`config.mk`:
```
export PLATFORM = sky130hd
export DESIGN_NAME = hessian_value_encoder_unit_flat
export DESIGN_NICKNAME = d
export VERILOG_FILES = /design/src/sv/hve_pkg.sv /design/src/sv/hve_token_if.sv /design/src/sv/hve_byte_if.sv /design/src/sv/hve_encode.sv /design/src/sv/hve_frame.sv /design/src/sv/hessian_value_encoder_unit.sv /design/src/flat_wrapper.sv
export SDC_FILE = /design/constraint.sdc
export NUM_CORES = 1
export LEC_CHECK = 0
export ABC_CLOCK_PERIOD_IN_PS = 4200
export BUFFER_PORTS_ARGS = -buffer_cell sky130_fd_sc_hd__clkbuf_2
export CORE_ASPECT_RATIO = 1.1
export CORE_MARGIN = 2
export CORE_UTILIZATION = 40
export CTS_BUF_LIST = sky130_fd_sc_hd__clkbuf_16
export DETAILED_ROUTE_END_ITERATION = 6
export PLACE_DENSITY = 0.55
export SLEW_MARGIN = 20
export SYNTH_ARGS = -nofsm -noshare
export SYNTH_HDL_FRONTEND = slang
export SYNTH_SLANG_ARGS = --single-unit
```
`constraint.sdc`:
```
create_clock -name clk -period 4.2 [get_ports clk]
set_clock_uncertainty 0.1 [all_clocks]
set_input_delay 0.21 -clock clk [delete_from_list [all_inputs] [get_ports clk]]
set_output_delay 0.21 -clock clk [all_outputs]
set_load 0.01 [all_outputs]
```
`src/sv/hve_pkg.sv`:
```
// Shared types and constants for the Hessian value encoder.
`default_nettype none
package hve_pkg;

	localparam int FRAME_BYTES = 9;
	localparam int CNT_W       = $clog2(FRAME_BYTES + 1);

	localparam logic [2:0] CMD_INT      = 3'd0;
	localparam logic [2:0] CMD_LONG     = 3'd1;
	localparam logic [2:0] CMD_STR_HDR  = 3'd2;
	localparam logic [2:0] CMD_STR_CHAR = 3'd3;
	localparam logic [2:0] CMD_BIN_HDR  = 3'd4;
	localparam logic [2:0] CMD_RAW      = 3'd5;

	localparam logic [7:0] TAG_NULL   = 8'h4e; // 'N'
	localparam logic [7:0] TAG_BINARY = 8'h42; // 'B'
	localparam logic [7:0] TAG_STRING = 8'h53; // 'S'
	localparam logic [7:0] TAG_INT    = 8'h49; // 'I'
	localparam logic [7:0] TAG_LONG   = 8'h4c; // 'L'

	localparam logic [7:0] UTF8_CONT  = 8'h80;
	localparam logic [7:0] UTF8_LEAD2 = 8'hc0;
	localparam logic [7:0] UTF8_LEAD3 = 8'he0;

	typedef logic [FRAME_BYTES-1:0][7:0] frame_bytes_t;

	typedef struct packed {
		frame_bytes_t     bytes; // bytes[0] goes out first
		logic [CNT_W-1:0] cnt;
	} frame_t;

endpackage
`default_nettype wire

```
`src/sv/hve_token_if.sv`:
```
// Input channel: one typed token per item.
`default_nettype none
interface hve_token_if;
	logic               valid;
	logic               ready;
	logic [2:0]         cmd;
	logic signed [63:0] value;

	modport source (output valid, cmd, value, input ready);
	modport sink   (input valid, cmd, value, output ready);
endinterface
`default_nettype wire

```
`src/sv/hve_byte_if.sv`:
```
// Output channel: one wire byte per item with an end-of-token flag.
`default_nettype none
interface hve_byte_if;
	logic       valid;
	logic       ready;
	logic [7:0] out_byte;
	logic       last;

	modport source (output valid, out_byte, last, input ready);
	modport sink   (input valid, out_byte, last, output ready);
endinterface
`default_nettype wire

```
`src/sv/hve_encode.sv`:
```
// Combinational token encoder: builds the full byte frame for one token.
`default_nettype none
module hve_encode
	import hve_pkg::*;
(
	input  wire logic [2:0]         cmd,
	input  wire logic signed [63:0] value,
	output frame_t                  frame
);

	logic [15:0] unit;

	assign unit = value[15:0];

	always_comb begin
		frame = '0;
		case (cmd)
			CMD_INT: begin
				frame.bytes[0] = TAG_INT;
				for (int i = 0; i < 4; i++) begin
					frame.bytes[i+1] = value[8*(3-i) +: 8];
				end
				frame.cnt = CNT_W'(5);
			end
			CMD_LONG: begin
				frame.bytes[0] = TAG_LONG;
				for (int i = 0; i < 8; i++) begin
					frame.bytes[i+1] = value[8*(7-i) +: 8];
				end
				frame.cnt = CNT_W'(9);
			end
			CMD_STR_HDR, CMD_BIN_HDR: begin
				if (value == '0) begin
					frame.bytes[0] = TAG_NULL;
					frame.cnt      = CNT_W'(1);
				end else begin
					frame.bytes[0] = (cmd == CMD_STR_HDR) ? TAG_STRING : TAG_BINARY;
					frame.bytes[1] = value[15:8];
					frame.bytes[2] = value[7:0];
					frame.cnt      = CNT_W'(3);
				end
			end
			CMD_STR_CHAR: begin
				if (unit[15:7] == '0) begin
					frame.bytes[0] = {1'b0, unit[6:0]};
					frame.cnt      = CNT_W'(1);
				end else if (unit[15:11] == '0) begin
					frame.bytes[0] = UTF8_LEAD2 | {3'b000, unit[10:6]};
					frame.bytes[1] = UTF8_CONT | {2'b00, unit[5:0]};
					frame.cnt      = CNT_W'(2);
				end else begin
					frame.bytes[0] = UTF8_LEAD3 | {4'b0000, unit[15:12]};
					frame.bytes[1] = UTF8_CONT | {2'b00, unit[11:6]};
					frame.bytes[2] = UTF8_CONT | {2'b00, unit[5:0]};
					frame.cnt      = CNT_W'(3);
				end
			end
			CMD_RAW: begin
				frame.bytes[0] = value[7:0];
				frame.cnt      = CNT_W'(1);
			end
			default: begin
				frame = '0;
			end
		endcase
	end

endmodule
`default_nettype wire

```
`src/sv/hve_frame.sv`:
```
// Frame register: holds one encoded token, shifts out a byte per cycle while ready.
`default_nettype none
module hve_frame
	import hve_pkg::*;
(
	input  wire logic   clk,
	input  wire logic   arst_n,
	input  wire logic   load_valid,
	input  wire frame_t load_frame,
	output logic        load_ok,
	hve_byte_if.source  stream
);

	frame_bytes_t     bytes_q;
	logic [CNT_W-1:0] cnt_q;
	logic             pop;
	logic             load;

	assign pop     = stream.valid && stream.ready;
	assign load_ok = (cnt_q == '0) || ((cnt_q == CNT_W'(1)) && pop);
	assign load    = load_valid && load_ok;

	assign stream.valid    = (cnt_q != '0);
	assign stream.out_byte = bytes_q[0];
	assign stream.last     = (cnt_q == CNT_W'(1));

	always_ff @(posedge clk or negedge arst_n) begin
		if (!arst_n) begin
			cnt_q <= '0;
		end else if (load) begin
			cnt_q <= load_frame.cnt;
		end else if (pop) begin
			cnt_q <= cnt_q - CNT_W'(1);
		end
	end

	always_ff @(posedge clk) begin
		if (load) begin
			bytes_q <= load_frame.bytes;
		end else if (pop) begin
			bytes_q <= {8'h00, bytes_q[FRAME_BYTES-1:1]};
		end
	end

	a_cnt_range: assert property (@(posedge clk) disable iff (!arst_n)
		cnt_q <= CNT_W'(FRAME_BYTES))
		else $error("frame count out of range");

	a_shift: assert property (@(posedge clk) disable iff (!arst_n)
		(pop && !load && cnt_q > CNT_W'(1)) |=> (stream.out_byte == $past(bytes_q[1])))
		else $error("frame did not advance by one byte");

	a_no_overwrite: assert property (@(posedge clk) disable iff (!arst_n)
		(stream.valid && !stream.last) |-> !load)
		else $error("frame loaded while bytes remain");

	a_hold: assert property (@(posedge clk) disable iff (!arst_n)
		(!pop && !load) |=> ($stable(cnt_q)))
		else $error("frame count changed without pop or load");

endmodule
`default_nettype wire

```
`src/sv/hessian_value_encoder_unit.sv`:
```
// Top level of the Hessian 1.0 value encoder.
// Each accepted token is captured in an input register, encoded in one pass into a
// frame of up to nine bytes, and sent out one byte per cycle while the sink is ready,
// with last set on the final byte of the token. A token has five bytes for an int,
// nine for a long, one or three for a header, one to three for a character and one
// for a raw byte; unused commands send nothing but are still loaded into the frame
// register. The output frame register, sending one byte a cycle while ready is high,
// sets the sustained rate; a new token is taken while the previous one drains.
`default_nettype none
module hessian_value_encoder_unit
	import hve_pkg::*;
(
	input  wire logic  clk,
	input  wire logic  arst_n,
	hve_token_if.sink  token,
	hve_byte_if.source stream
);

	logic               valid_s1;
	logic [2:0]         cmd_s1;
	logic signed [63:0] value_s1;
	frame_t             enc_frame;
	logic               load_ok;
	logic               take;

	assign token.ready = !valid_s1 || load_ok;
	assign take        = token.valid && token.ready;

	always_ff @(posedge clk or negedge arst_n) begin
		if (!arst_n) begin
			valid_s1 <= 1'b0;
		end else if (token.ready) begin
			valid_s1 <= token.valid;
		end
	end

	always_ff @(posedge clk) begin
		if (take) begin
			cmd_s1   <= token.cmd;
			value_s1 <= token.value;
		end
	end

	hve_encode u_encode (
		.cmd   (cmd_s1),
		.value (value_s1),
		.frame (enc_frame)
	);

	hve_frame u_frame (
		.clk        (clk),
		.arst_n     (arst_n),
		.load_valid (valid_s1),
		.load_frame (enc_frame),
		.load_ok    (load_ok),
		.stream     (stream)
	);

	a_ready_empty: assert property (@(posedge clk) disable iff (!arst_n)
		!valid_s1 |-> token.ready)
		else $error("input stage empty but not ready");

	a_capture: assert property (@(posedge clk) disable iff (!arst_n)
		take |=> valid_s1)
		else $error("accepted item not held in input stage");

	a_stall: assert property (@(posedge clk) disable iff (!arst_n)
		(valid_s1 && !load_ok) |=> (valid_s1 && $stable(cmd_s1) && $stable(value_s1)))
		else $error("input stage lost an item while stalled");

endmodule
`default_nettype wire
```
`src/flat_wrapper.sv`:
```
// flat-port wrapper written by rule: the top's interface ports become plain ports
module hessian_value_encoder_unit_flat import hve_pkg::*;
  (clk, arst_n, token_valid, token_cmd, token_value, token_ready, stream_valid, stream_out_byte, stream_last, stream_ready);
  hve_token_if token_i ();
  hve_byte_if stream_i ();
  input  wire logic clk;
  input  wire logic arst_n;
  input wire logic [$bits(token_i.valid)-1:0] token_valid;
  input wire logic [$bits(token_i.cmd)-1:0] token_cmd;
  input wire logic [$bits(token_i.value)-1:0] token_value;
  output wire logic [$bits(token_i.ready)-1:0] token_ready;
  output wire logic [$bits(stream_i.valid)-1:0] stream_valid;
  output wire logic [$bits(stream_i.out_byte)-1:0] stream_out_byte;
  output wire logic [$bits(stream_i.last)-1:0] stream_last;
  input wire logic [$bits(stream_i.ready)-1:0] stream_ready;
  assign token_i.valid = token_valid;
  assign token_i.cmd = token_cmd;
  assign token_i.value = token_value;
  assign token_ready = token_i.ready;
  assign stream_valid = stream_i.valid;
  assign stream_out_byte = stream_i.out_byte;
  assign stream_last = stream_i.last;
  assign stream_i.ready = stream_ready;
  hessian_value_encoder_unit u_core (.clk(clk), .arst_n(arst_n), .token(token_i), .stream(stream_i));
endmodule
```
==> results.yml, run 1 <==
sta:
  whs_ns: 0.03284
  drv_slew: 0
  period_share_pct: 67.40
  fin_crit_ns: 2.831
  setup_viol: 0
  rsz0062_at_grt: "no"
  hold_violations: 0
  finalSetupTns_ns: 0
  clock.fmax_mhz: 353.3
  maxSlewHeadroom_pct: 30.70
  worst_pin_slew_ns: 1.034
clock_tree:
  clockBufferDepth: 2
  cts_resized: 0
  clock-sinks: 144
  clock_latency_ns: 0.43
  cts_tree: "built"
  clk_root_buffer_cell: "clkbuf_16"
  cts_buffers: 17
  htreeDepth: 4
  clk_pin_slew_worst_paths_ns: 0.06
critical_path:
  cp_data_required_time_ns: 4.16
  cp_data_arrival_time_ns: 2.79
  rr_worst_depth: 6
  path_max_fanout: 67
  timing.rr.start: "u_core.u_frame.cnt_q[0]"
  rrSetupSlack_ns: 1.37
  cp-end-kind: "flop"
  reg2reg_to: "u_core.u_frame.bytes_q[66]"
  worst-setup-path-type: "reg -> reg"
  cp-start-kind: "flop"
power_and_ir_drop:
  power.switching_mw: 1.711
  switching_share_pct: 31.63
  combPwrFrac_pct: 22.7
  clkPwrFrac_pct: 30.6
  share_seq_of_total_power_pct: 46.7
  ir_drop_uv: 323.5
  internal_power_mw: 3.700
  p_leak_nw: 3.224
  power.density_nw_per_um2: 650.0
  total_power_mw: 5.411
floorplan:
  rows: 48
  die_area_um2: 17260
  die_x_um: 125.5
  start_util_pct: 41.09
  io_pins: 82
  core-area_um2: 15800
  chipHeight_um: 137.6
yosys:
  synth-seq-area-share_pct: 66.24
  ys.warnings.count: 0
  syn_nets: 591
  synth_top_cell_area_share_pct: 64.31
  synth_top_area_cell: "edfxtp_1"
  synth_edf_count: 139
  syn_inst: 518
  synth-main-ff-cell: "edfxtp_1"
  async_flop_share_pct: 3.472
  synthesis.area_um2: 6490
  syn_area_per_cell_um2: 12.53
  ys_ff_latch: 144
  ys_types: 59
  yosys-top-cells-area: "edfxtp_1 (64%), nand2_1 (4.4%), nand3_1 (2.8%), nor2_1 (2.8%), a221oi_1 (2.2%)"
global_route:
  grtUsageTotal_pct: 21.97
  antenna_found_initial: 0
  gr-total-overflow: 0
  grt_util_met3_pct: 4.388
  grtUsageMet1_pct: 29.39
  grt_util_met2_pct: 35.50
  grt_pass1_wl_mm: 28.30
  grt.busiest_layer: "met2"
  grt_start_max_net_pins: 70
  grt_pass1_vias: 4753
min_path:
  worst_hold_path_type: "in -> async"
outcome:
  status: "finished clean"
cells_and_area:
  fill_cells: 1342
  stdcell_area_um2: 8324
  area_growth_pct: 28.26
  nNetsFinal: 729
  layout-drive-gt1-share_pct: 20.18
  antennaDiodeCount: 0
routing:
  via_per_inst: 5.781
  antenna_left: 0
  wl_per_cell_um: 21.33
  num_vias: 5024
  wl_mm: 18.54
  drt_first_pass_iters: 6
  drcViolationCount: 0
  initialDrtViolationCount: 486
placement:
  dpl_cell_area_um2: 6989
  io_buffers: 81
  hpwl_mm: 11.95
  place.gp.congestion: 0.9666
flow_run:
  maxCapViolations: 0
[synth_stat cells (all sizes together) (3+ instances only)]
library cell	number
a21o	3
a21oi	14
a221o	6
a221oi	16
a22o	5
a22oi	15
and2	3
and3	10
buf	21
clkbuf	19
dfrtp	5
edfxtp	139
inv	10
mux2	3
mux2i	5
nand2	77
nand3	36
nor2	49
nor3	8
nor4	17
o211ai	6
o21ai	12
o221ai	3
o22ai	3
o41ai	3
[flip-flops by register name, indices dropped and copies added (netlist names)]
register and flops:
u_core.value_s1 64, u_core.u_frame.cnt_q 4, u_core.u_frame.stream.out_byte 8, u_core.cmd_s1 3
u_core.u_frame.bytes_q 64, u_core.valid_s1 1
[layer usage]
metal | routed length [µm] | up-vias
met2 | 8768 | 276
li1 | - | 2266
met3 | 1293 | 41
met1 | 7983 | 2441
met4 | 494 | 0
met5 | 0 | -
[per-stage QoR]
step           utilization (%)  cells  worst slack, ns
5_1_grt                  52.70    869            1.144
3_5_place_dp             44.25    768            1.404
2_1_floorplan                -    518            1.040
4_1_cts                  52.70    869            1.379
6_report                 52.70    869            1.369
3_3_place_gp             44.25    768            1.513
[cells in the final DEF (no fill, tap or decap), types with 3 or more instances in the layout]
| cell | n |
|---|---|
| a21o_1 | 3 |
| a21oi_1 | 14 |
| a221o_1 | 6 |
| a221oi_1 | 16 |
| a22o_1 | 5 |
| a22oi_1 | 15 |
| and3_1 | 9 |
| buf_4 | 10 |
| bufinv_16 | 5 |
| clkbuf_16 | 17 |
| clkbuf_2 | 81 |
| clkinvlp_4 | 3 |
| dfrtp_1 | 5 |
| dlygate4sd3_1 | 69 |
| edfxtp_1 | 139 |
| inv_1 | 12 |
| mux2i_1 | 5 |
| nand2_1 | 76 |
| nand3_1 | 35 |
| nor2_1 | 48 |
| nor3_1 | 6 |
| nor4_1 | 14 |
| o211ai_1 | 6 |
| o21ai_0 | 11 |
| o221ai_1 | 3 |
| o22ai_1 | 3 |
| o41ai_1 | 3 |
[cell type report]
type	instances	area (µm²)	area share [%]
clock buffer	17	425.4	5.110
clock inverter	15	219.0	2.630
inverter	10	37.54	0.4509
multi-input combinational	323	1922	23.09
sequential	144	4299	51.65
tap	200	250.2	3.006
timing repair buffer	160	1171	14.07
[kinds of logic (layout without fill, tap and decap cells)]
family	after synthesis	in the layout	synth area share, %
simple gates	212	212	15.96
buf+inv	51	202	4.434
mux	8	8	1.292
flops	144	144	66.24
fa+ha+maj	2	2	0.3855
compound gates	101	101	11.68
[power by group through the flow]
stage / logic, mW / registers (mW) / clock network (mW)
floorplan: 0.922 / 2.35 / 0
global placement: 1.14 / 2.53 / 0
detailed placement: 1.17 / 2.53 / 0
CTS: 1.22 / 2.51 / 1.68
global route: 1.37 / 2.55 / 1.73
finish: 1.23 / 2.52 / 1.66
[worst max path at each step]
stage / slack, ns / depth (start not counted) / start / endpoint
2_1_floorplan: 1.04 / 5 / u_core.u_frame.cnt_q[0] / u_core.u_frame.bytes_q[10]
4_1_cts: 1.38 / 6 / u_core.u_frame.cnt_q[0] / u_core.u_frame.bytes_q[18]
5_1_grt: 1.14 / 6 / u_core.u_frame.cnt_q[0] / u_core.u_frame.bytes_q[19]
6_report: 1.37 / 6 / u_core.u_frame.cnt_q[0] / u_core.u_frame.bytes_q[66]
3_5_place_dp: 1.40 / 6 / u_core.u_frame.cnt_q[0] / u_core.u_frame.bytes_q[44]
3_3_place_gp: 1.51 / 6 / u_core.u_frame.cnt_q[0] / u_core.u_frame.bytes_q[44]
[worst max-delay path, cell delays in order (launching register included)]
cell and delay [ns]:
dfrtp_1 0.41, inv_1 0.12, ha_1 0.23, nor3b_1 0.31, mux2i_1 0.63, inv_2 0.17, buf_4 0.42
[what timing repair did]
item,CTS,global route
endpoints found under the setup margin,0,0
hold buffers,69,0
setup buffers,0,0
endpoints found under the hold margin,73,0
No activity file was read; power rests on OpenSTA's default activity.
==> inputs of run 2 (changes only) <==
--- a/config.mk
+++ b/config.mk
@@ -5,14 +5,14 @@
 export SDC_FILE = /design/constraint.sdc
 export NUM_CORES = 1
 export LEC_CHECK = 0
-export ABC_CLOCK_PERIOD_IN_PS = 4200
+export ABC_CLOCK_PERIOD_IN_PS = 2300
 export BUFFER_PORTS_ARGS = -buffer_cell sky130_fd_sc_hd__clkbuf_2
 export CORE_ASPECT_RATIO = 1.1
 export CORE_MARGIN = 2
 export CORE_UTILIZATION = 40
 export CTS_BUF_LIST = sky130_fd_sc_hd__clkbuf_16
 export DETAILED_ROUTE_END_ITERATION = 6
-export PLACE_DENSITY = 0.55
+export PLACE_DENSITY = 0.57
 export SLEW_MARGIN = 20
 export SYNTH_ARGS = -nofsm -noshare
 export SYNTH_HDL_FRONTEND = slang
==> constraint.sdc (replaced) <==
create_clock -name clk -period 2.3 [get_ports clk]
set_clock_uncertainty 0.1 [all_clocks]
set_input_delay 0.115 -clock clk [delete_from_list [all_inputs] [get_ports clk]]
set_output_delay 0.115 -clock clk [all_outputs]
set_load 0.01 [all_outputs]
==> results.yml, run 2 (synthesis gave the netlist of run 1 again) <==
outcome:
  status: "finished clean"
clock_tree:
  cts_buffers: 17
  htreeDepth: 4
  clock_latency_ns: 0.42
  clock-sinks: 144
  cts_tree: "built"
  clockBufferDepth: 2
  clk_root_buffer_cell: "clkbuf_16"
  clk_pin_slew_worst_paths_ns: 0.06
sta:
  fin_crit_ns: 2.259
  setup_viol: 0
  clock.fmax_mhz: 442.7
  maxSlewHeadroom_pct: 69.85
  setup_ws_ns: 0.04130
  rsz0062_at_grt: "yes"
  whs_ns: 0.1467
  worst_pin_slew_ns: 0.4488
  drv_slew: 0
  hold_violations: 0
  period_share_pct: 98.20
routing:
  antenna_left: 0
  drcViolationCount: 0
  initialDrtViolationCount: 510
  wl_per_cell_um: 20.93
  num_vias: 5133
  wl_mm: 19.01
  via_per_inst: 5.653
  drt_first_pass_iters: 5
floorplan:
  die_x_um: 125.5
  io_pins: 82
  die_area_um2: 17260
  core-area_um2: 15800
  chipHeight_um: 137.6
  start_util_pct: 41.09
  rows: 48
critical_path:
  worst-setup-path-type: "reg -> reg"
  timing.rr.start: "u_core.value_s1[13]"
  cp_data_required_time_ns: 2.37
  path_max_fanout: 8
  crit_start: "u_core.value_s1[13]"
  cp-start-kind: "flop"
  cp_data_arrival_time_ns: 2.33
  cp-end-kind: "flop"
power_and_ir_drop:
  p_leak_nw: 3.391
  ir_drop_uv: 517.8
  power.density_nw_per_um2: 1117
placement:
  dp_slack_ns: 0.01656
  place.gp.congestion: 0.9136
  io_buffers: 81
  post-place-cells: 803
  hpwl_mm: 12.82
global_route:
  grtUsageTotal_pct: 22.88
  grt_pass1_wl_mm: 29.14
  grt_pass1_vias: 5074
  antenna_found_initial: 0
  gr-total-overflow: 0
  grt_start_max_net_pins: 73
cells_and_area:
  layout_common_cells: "edfxtp_1 (139), clkbuf_2 (81), nand2_1 (75)"
  nNetsFinal: 768
  mostFrequentLayoutCell: "edfxtp_1"
  postLayoutCoreUtil_pct: 54.71
  layout-drive-gt1-share_pct: 24.86
  area_growth_pct: 33.14
  antennaDiodeCount: 0
  final_cell_count_no_fill: 908
min_path:
  worstHoldStart: "stream_ready"
  worst_hold_path_type: "in -> reg"
flow_run:
  maxCapViolations: 0
run 2: repair_timing:
| item | 4_1_cts | 5_1_grt |
|---|---|---|
| hold buffers | 70 | 0 |
| resized for setup | 0 | 6 |
| buffers inserted | 0 | 3 |
| setup endpoints to repair | 0 | 60 |
| hold endpoints to repair | 73 | 0 |
run 2: worst max-delay path, cell delays in order, from the launching register on:
cell	delay (ns)
edfxtp_1	0.43
or4_4	0.60
nor2_8	0.20
mux2_2	0.35
a221o_1	0.32
run 2: through the flow:
stage	area (µm²)	power, mW	TNS (ns)
6_report	8641	9.652	0
3_3_place_gp	7346	6.954	0
2_1_floorplan	6523	6.002	-41.47
3_5_place_dp	7346	6.991	0
4_1_cts	8592	9.651	0
5_1_grt	8641	10.14	-0.07233
run 2: power by group:
group / switching, mW / total, mW / internal [mW]
clock: 1.09 / 2.57 / 1.48
sequential: 0.452 / 4.44 / 3.99
combinational: 1.59 / 2.64 / 1.06
run 2: final timing paths:
kind / slack [ns] / endpoint / cells after the start
max: 0.04 / u_core.u_frame.bytes_q[9] / 4
min: 0.15 / u_core.valid_s1 / 5
max reg2reg: 0.04 / u_core.u_frame.bytes_q[9] / 4
min reg2reg: 0.41 / u_core.u_frame.bytes_q[61] / 2
max in group asynchronous: 1.38 / u_core.u_frame.cnt_q[2] / 3
min in group asynchronous: 0.52 / u_core.valid_s1 / 3
run 2: cell type report:
cell class | count | area (µm²)
sequential | 144 | 4299
inverter | 10 | 41.29
timing repair buffer | 199 | 1544
fill | 1320 | 7154
clock buffer | 17 | 425.4
tap | 200 | 250.2
clock inverter | 15 | 120.1
multi-input combinational | 323 | 1961
run 2: per-layer routing:
layer / vias to the layer above / GRT usage (%) / share of wire, %
met3: 53 / 5.010 / 6.3
li1: 2350 / - / -
met2: 253 / 38.80 / 49
met4: 0 / 10.31 / 3.9
met1: 2477 / 28.28 / 41
met5: - / 0 / 0
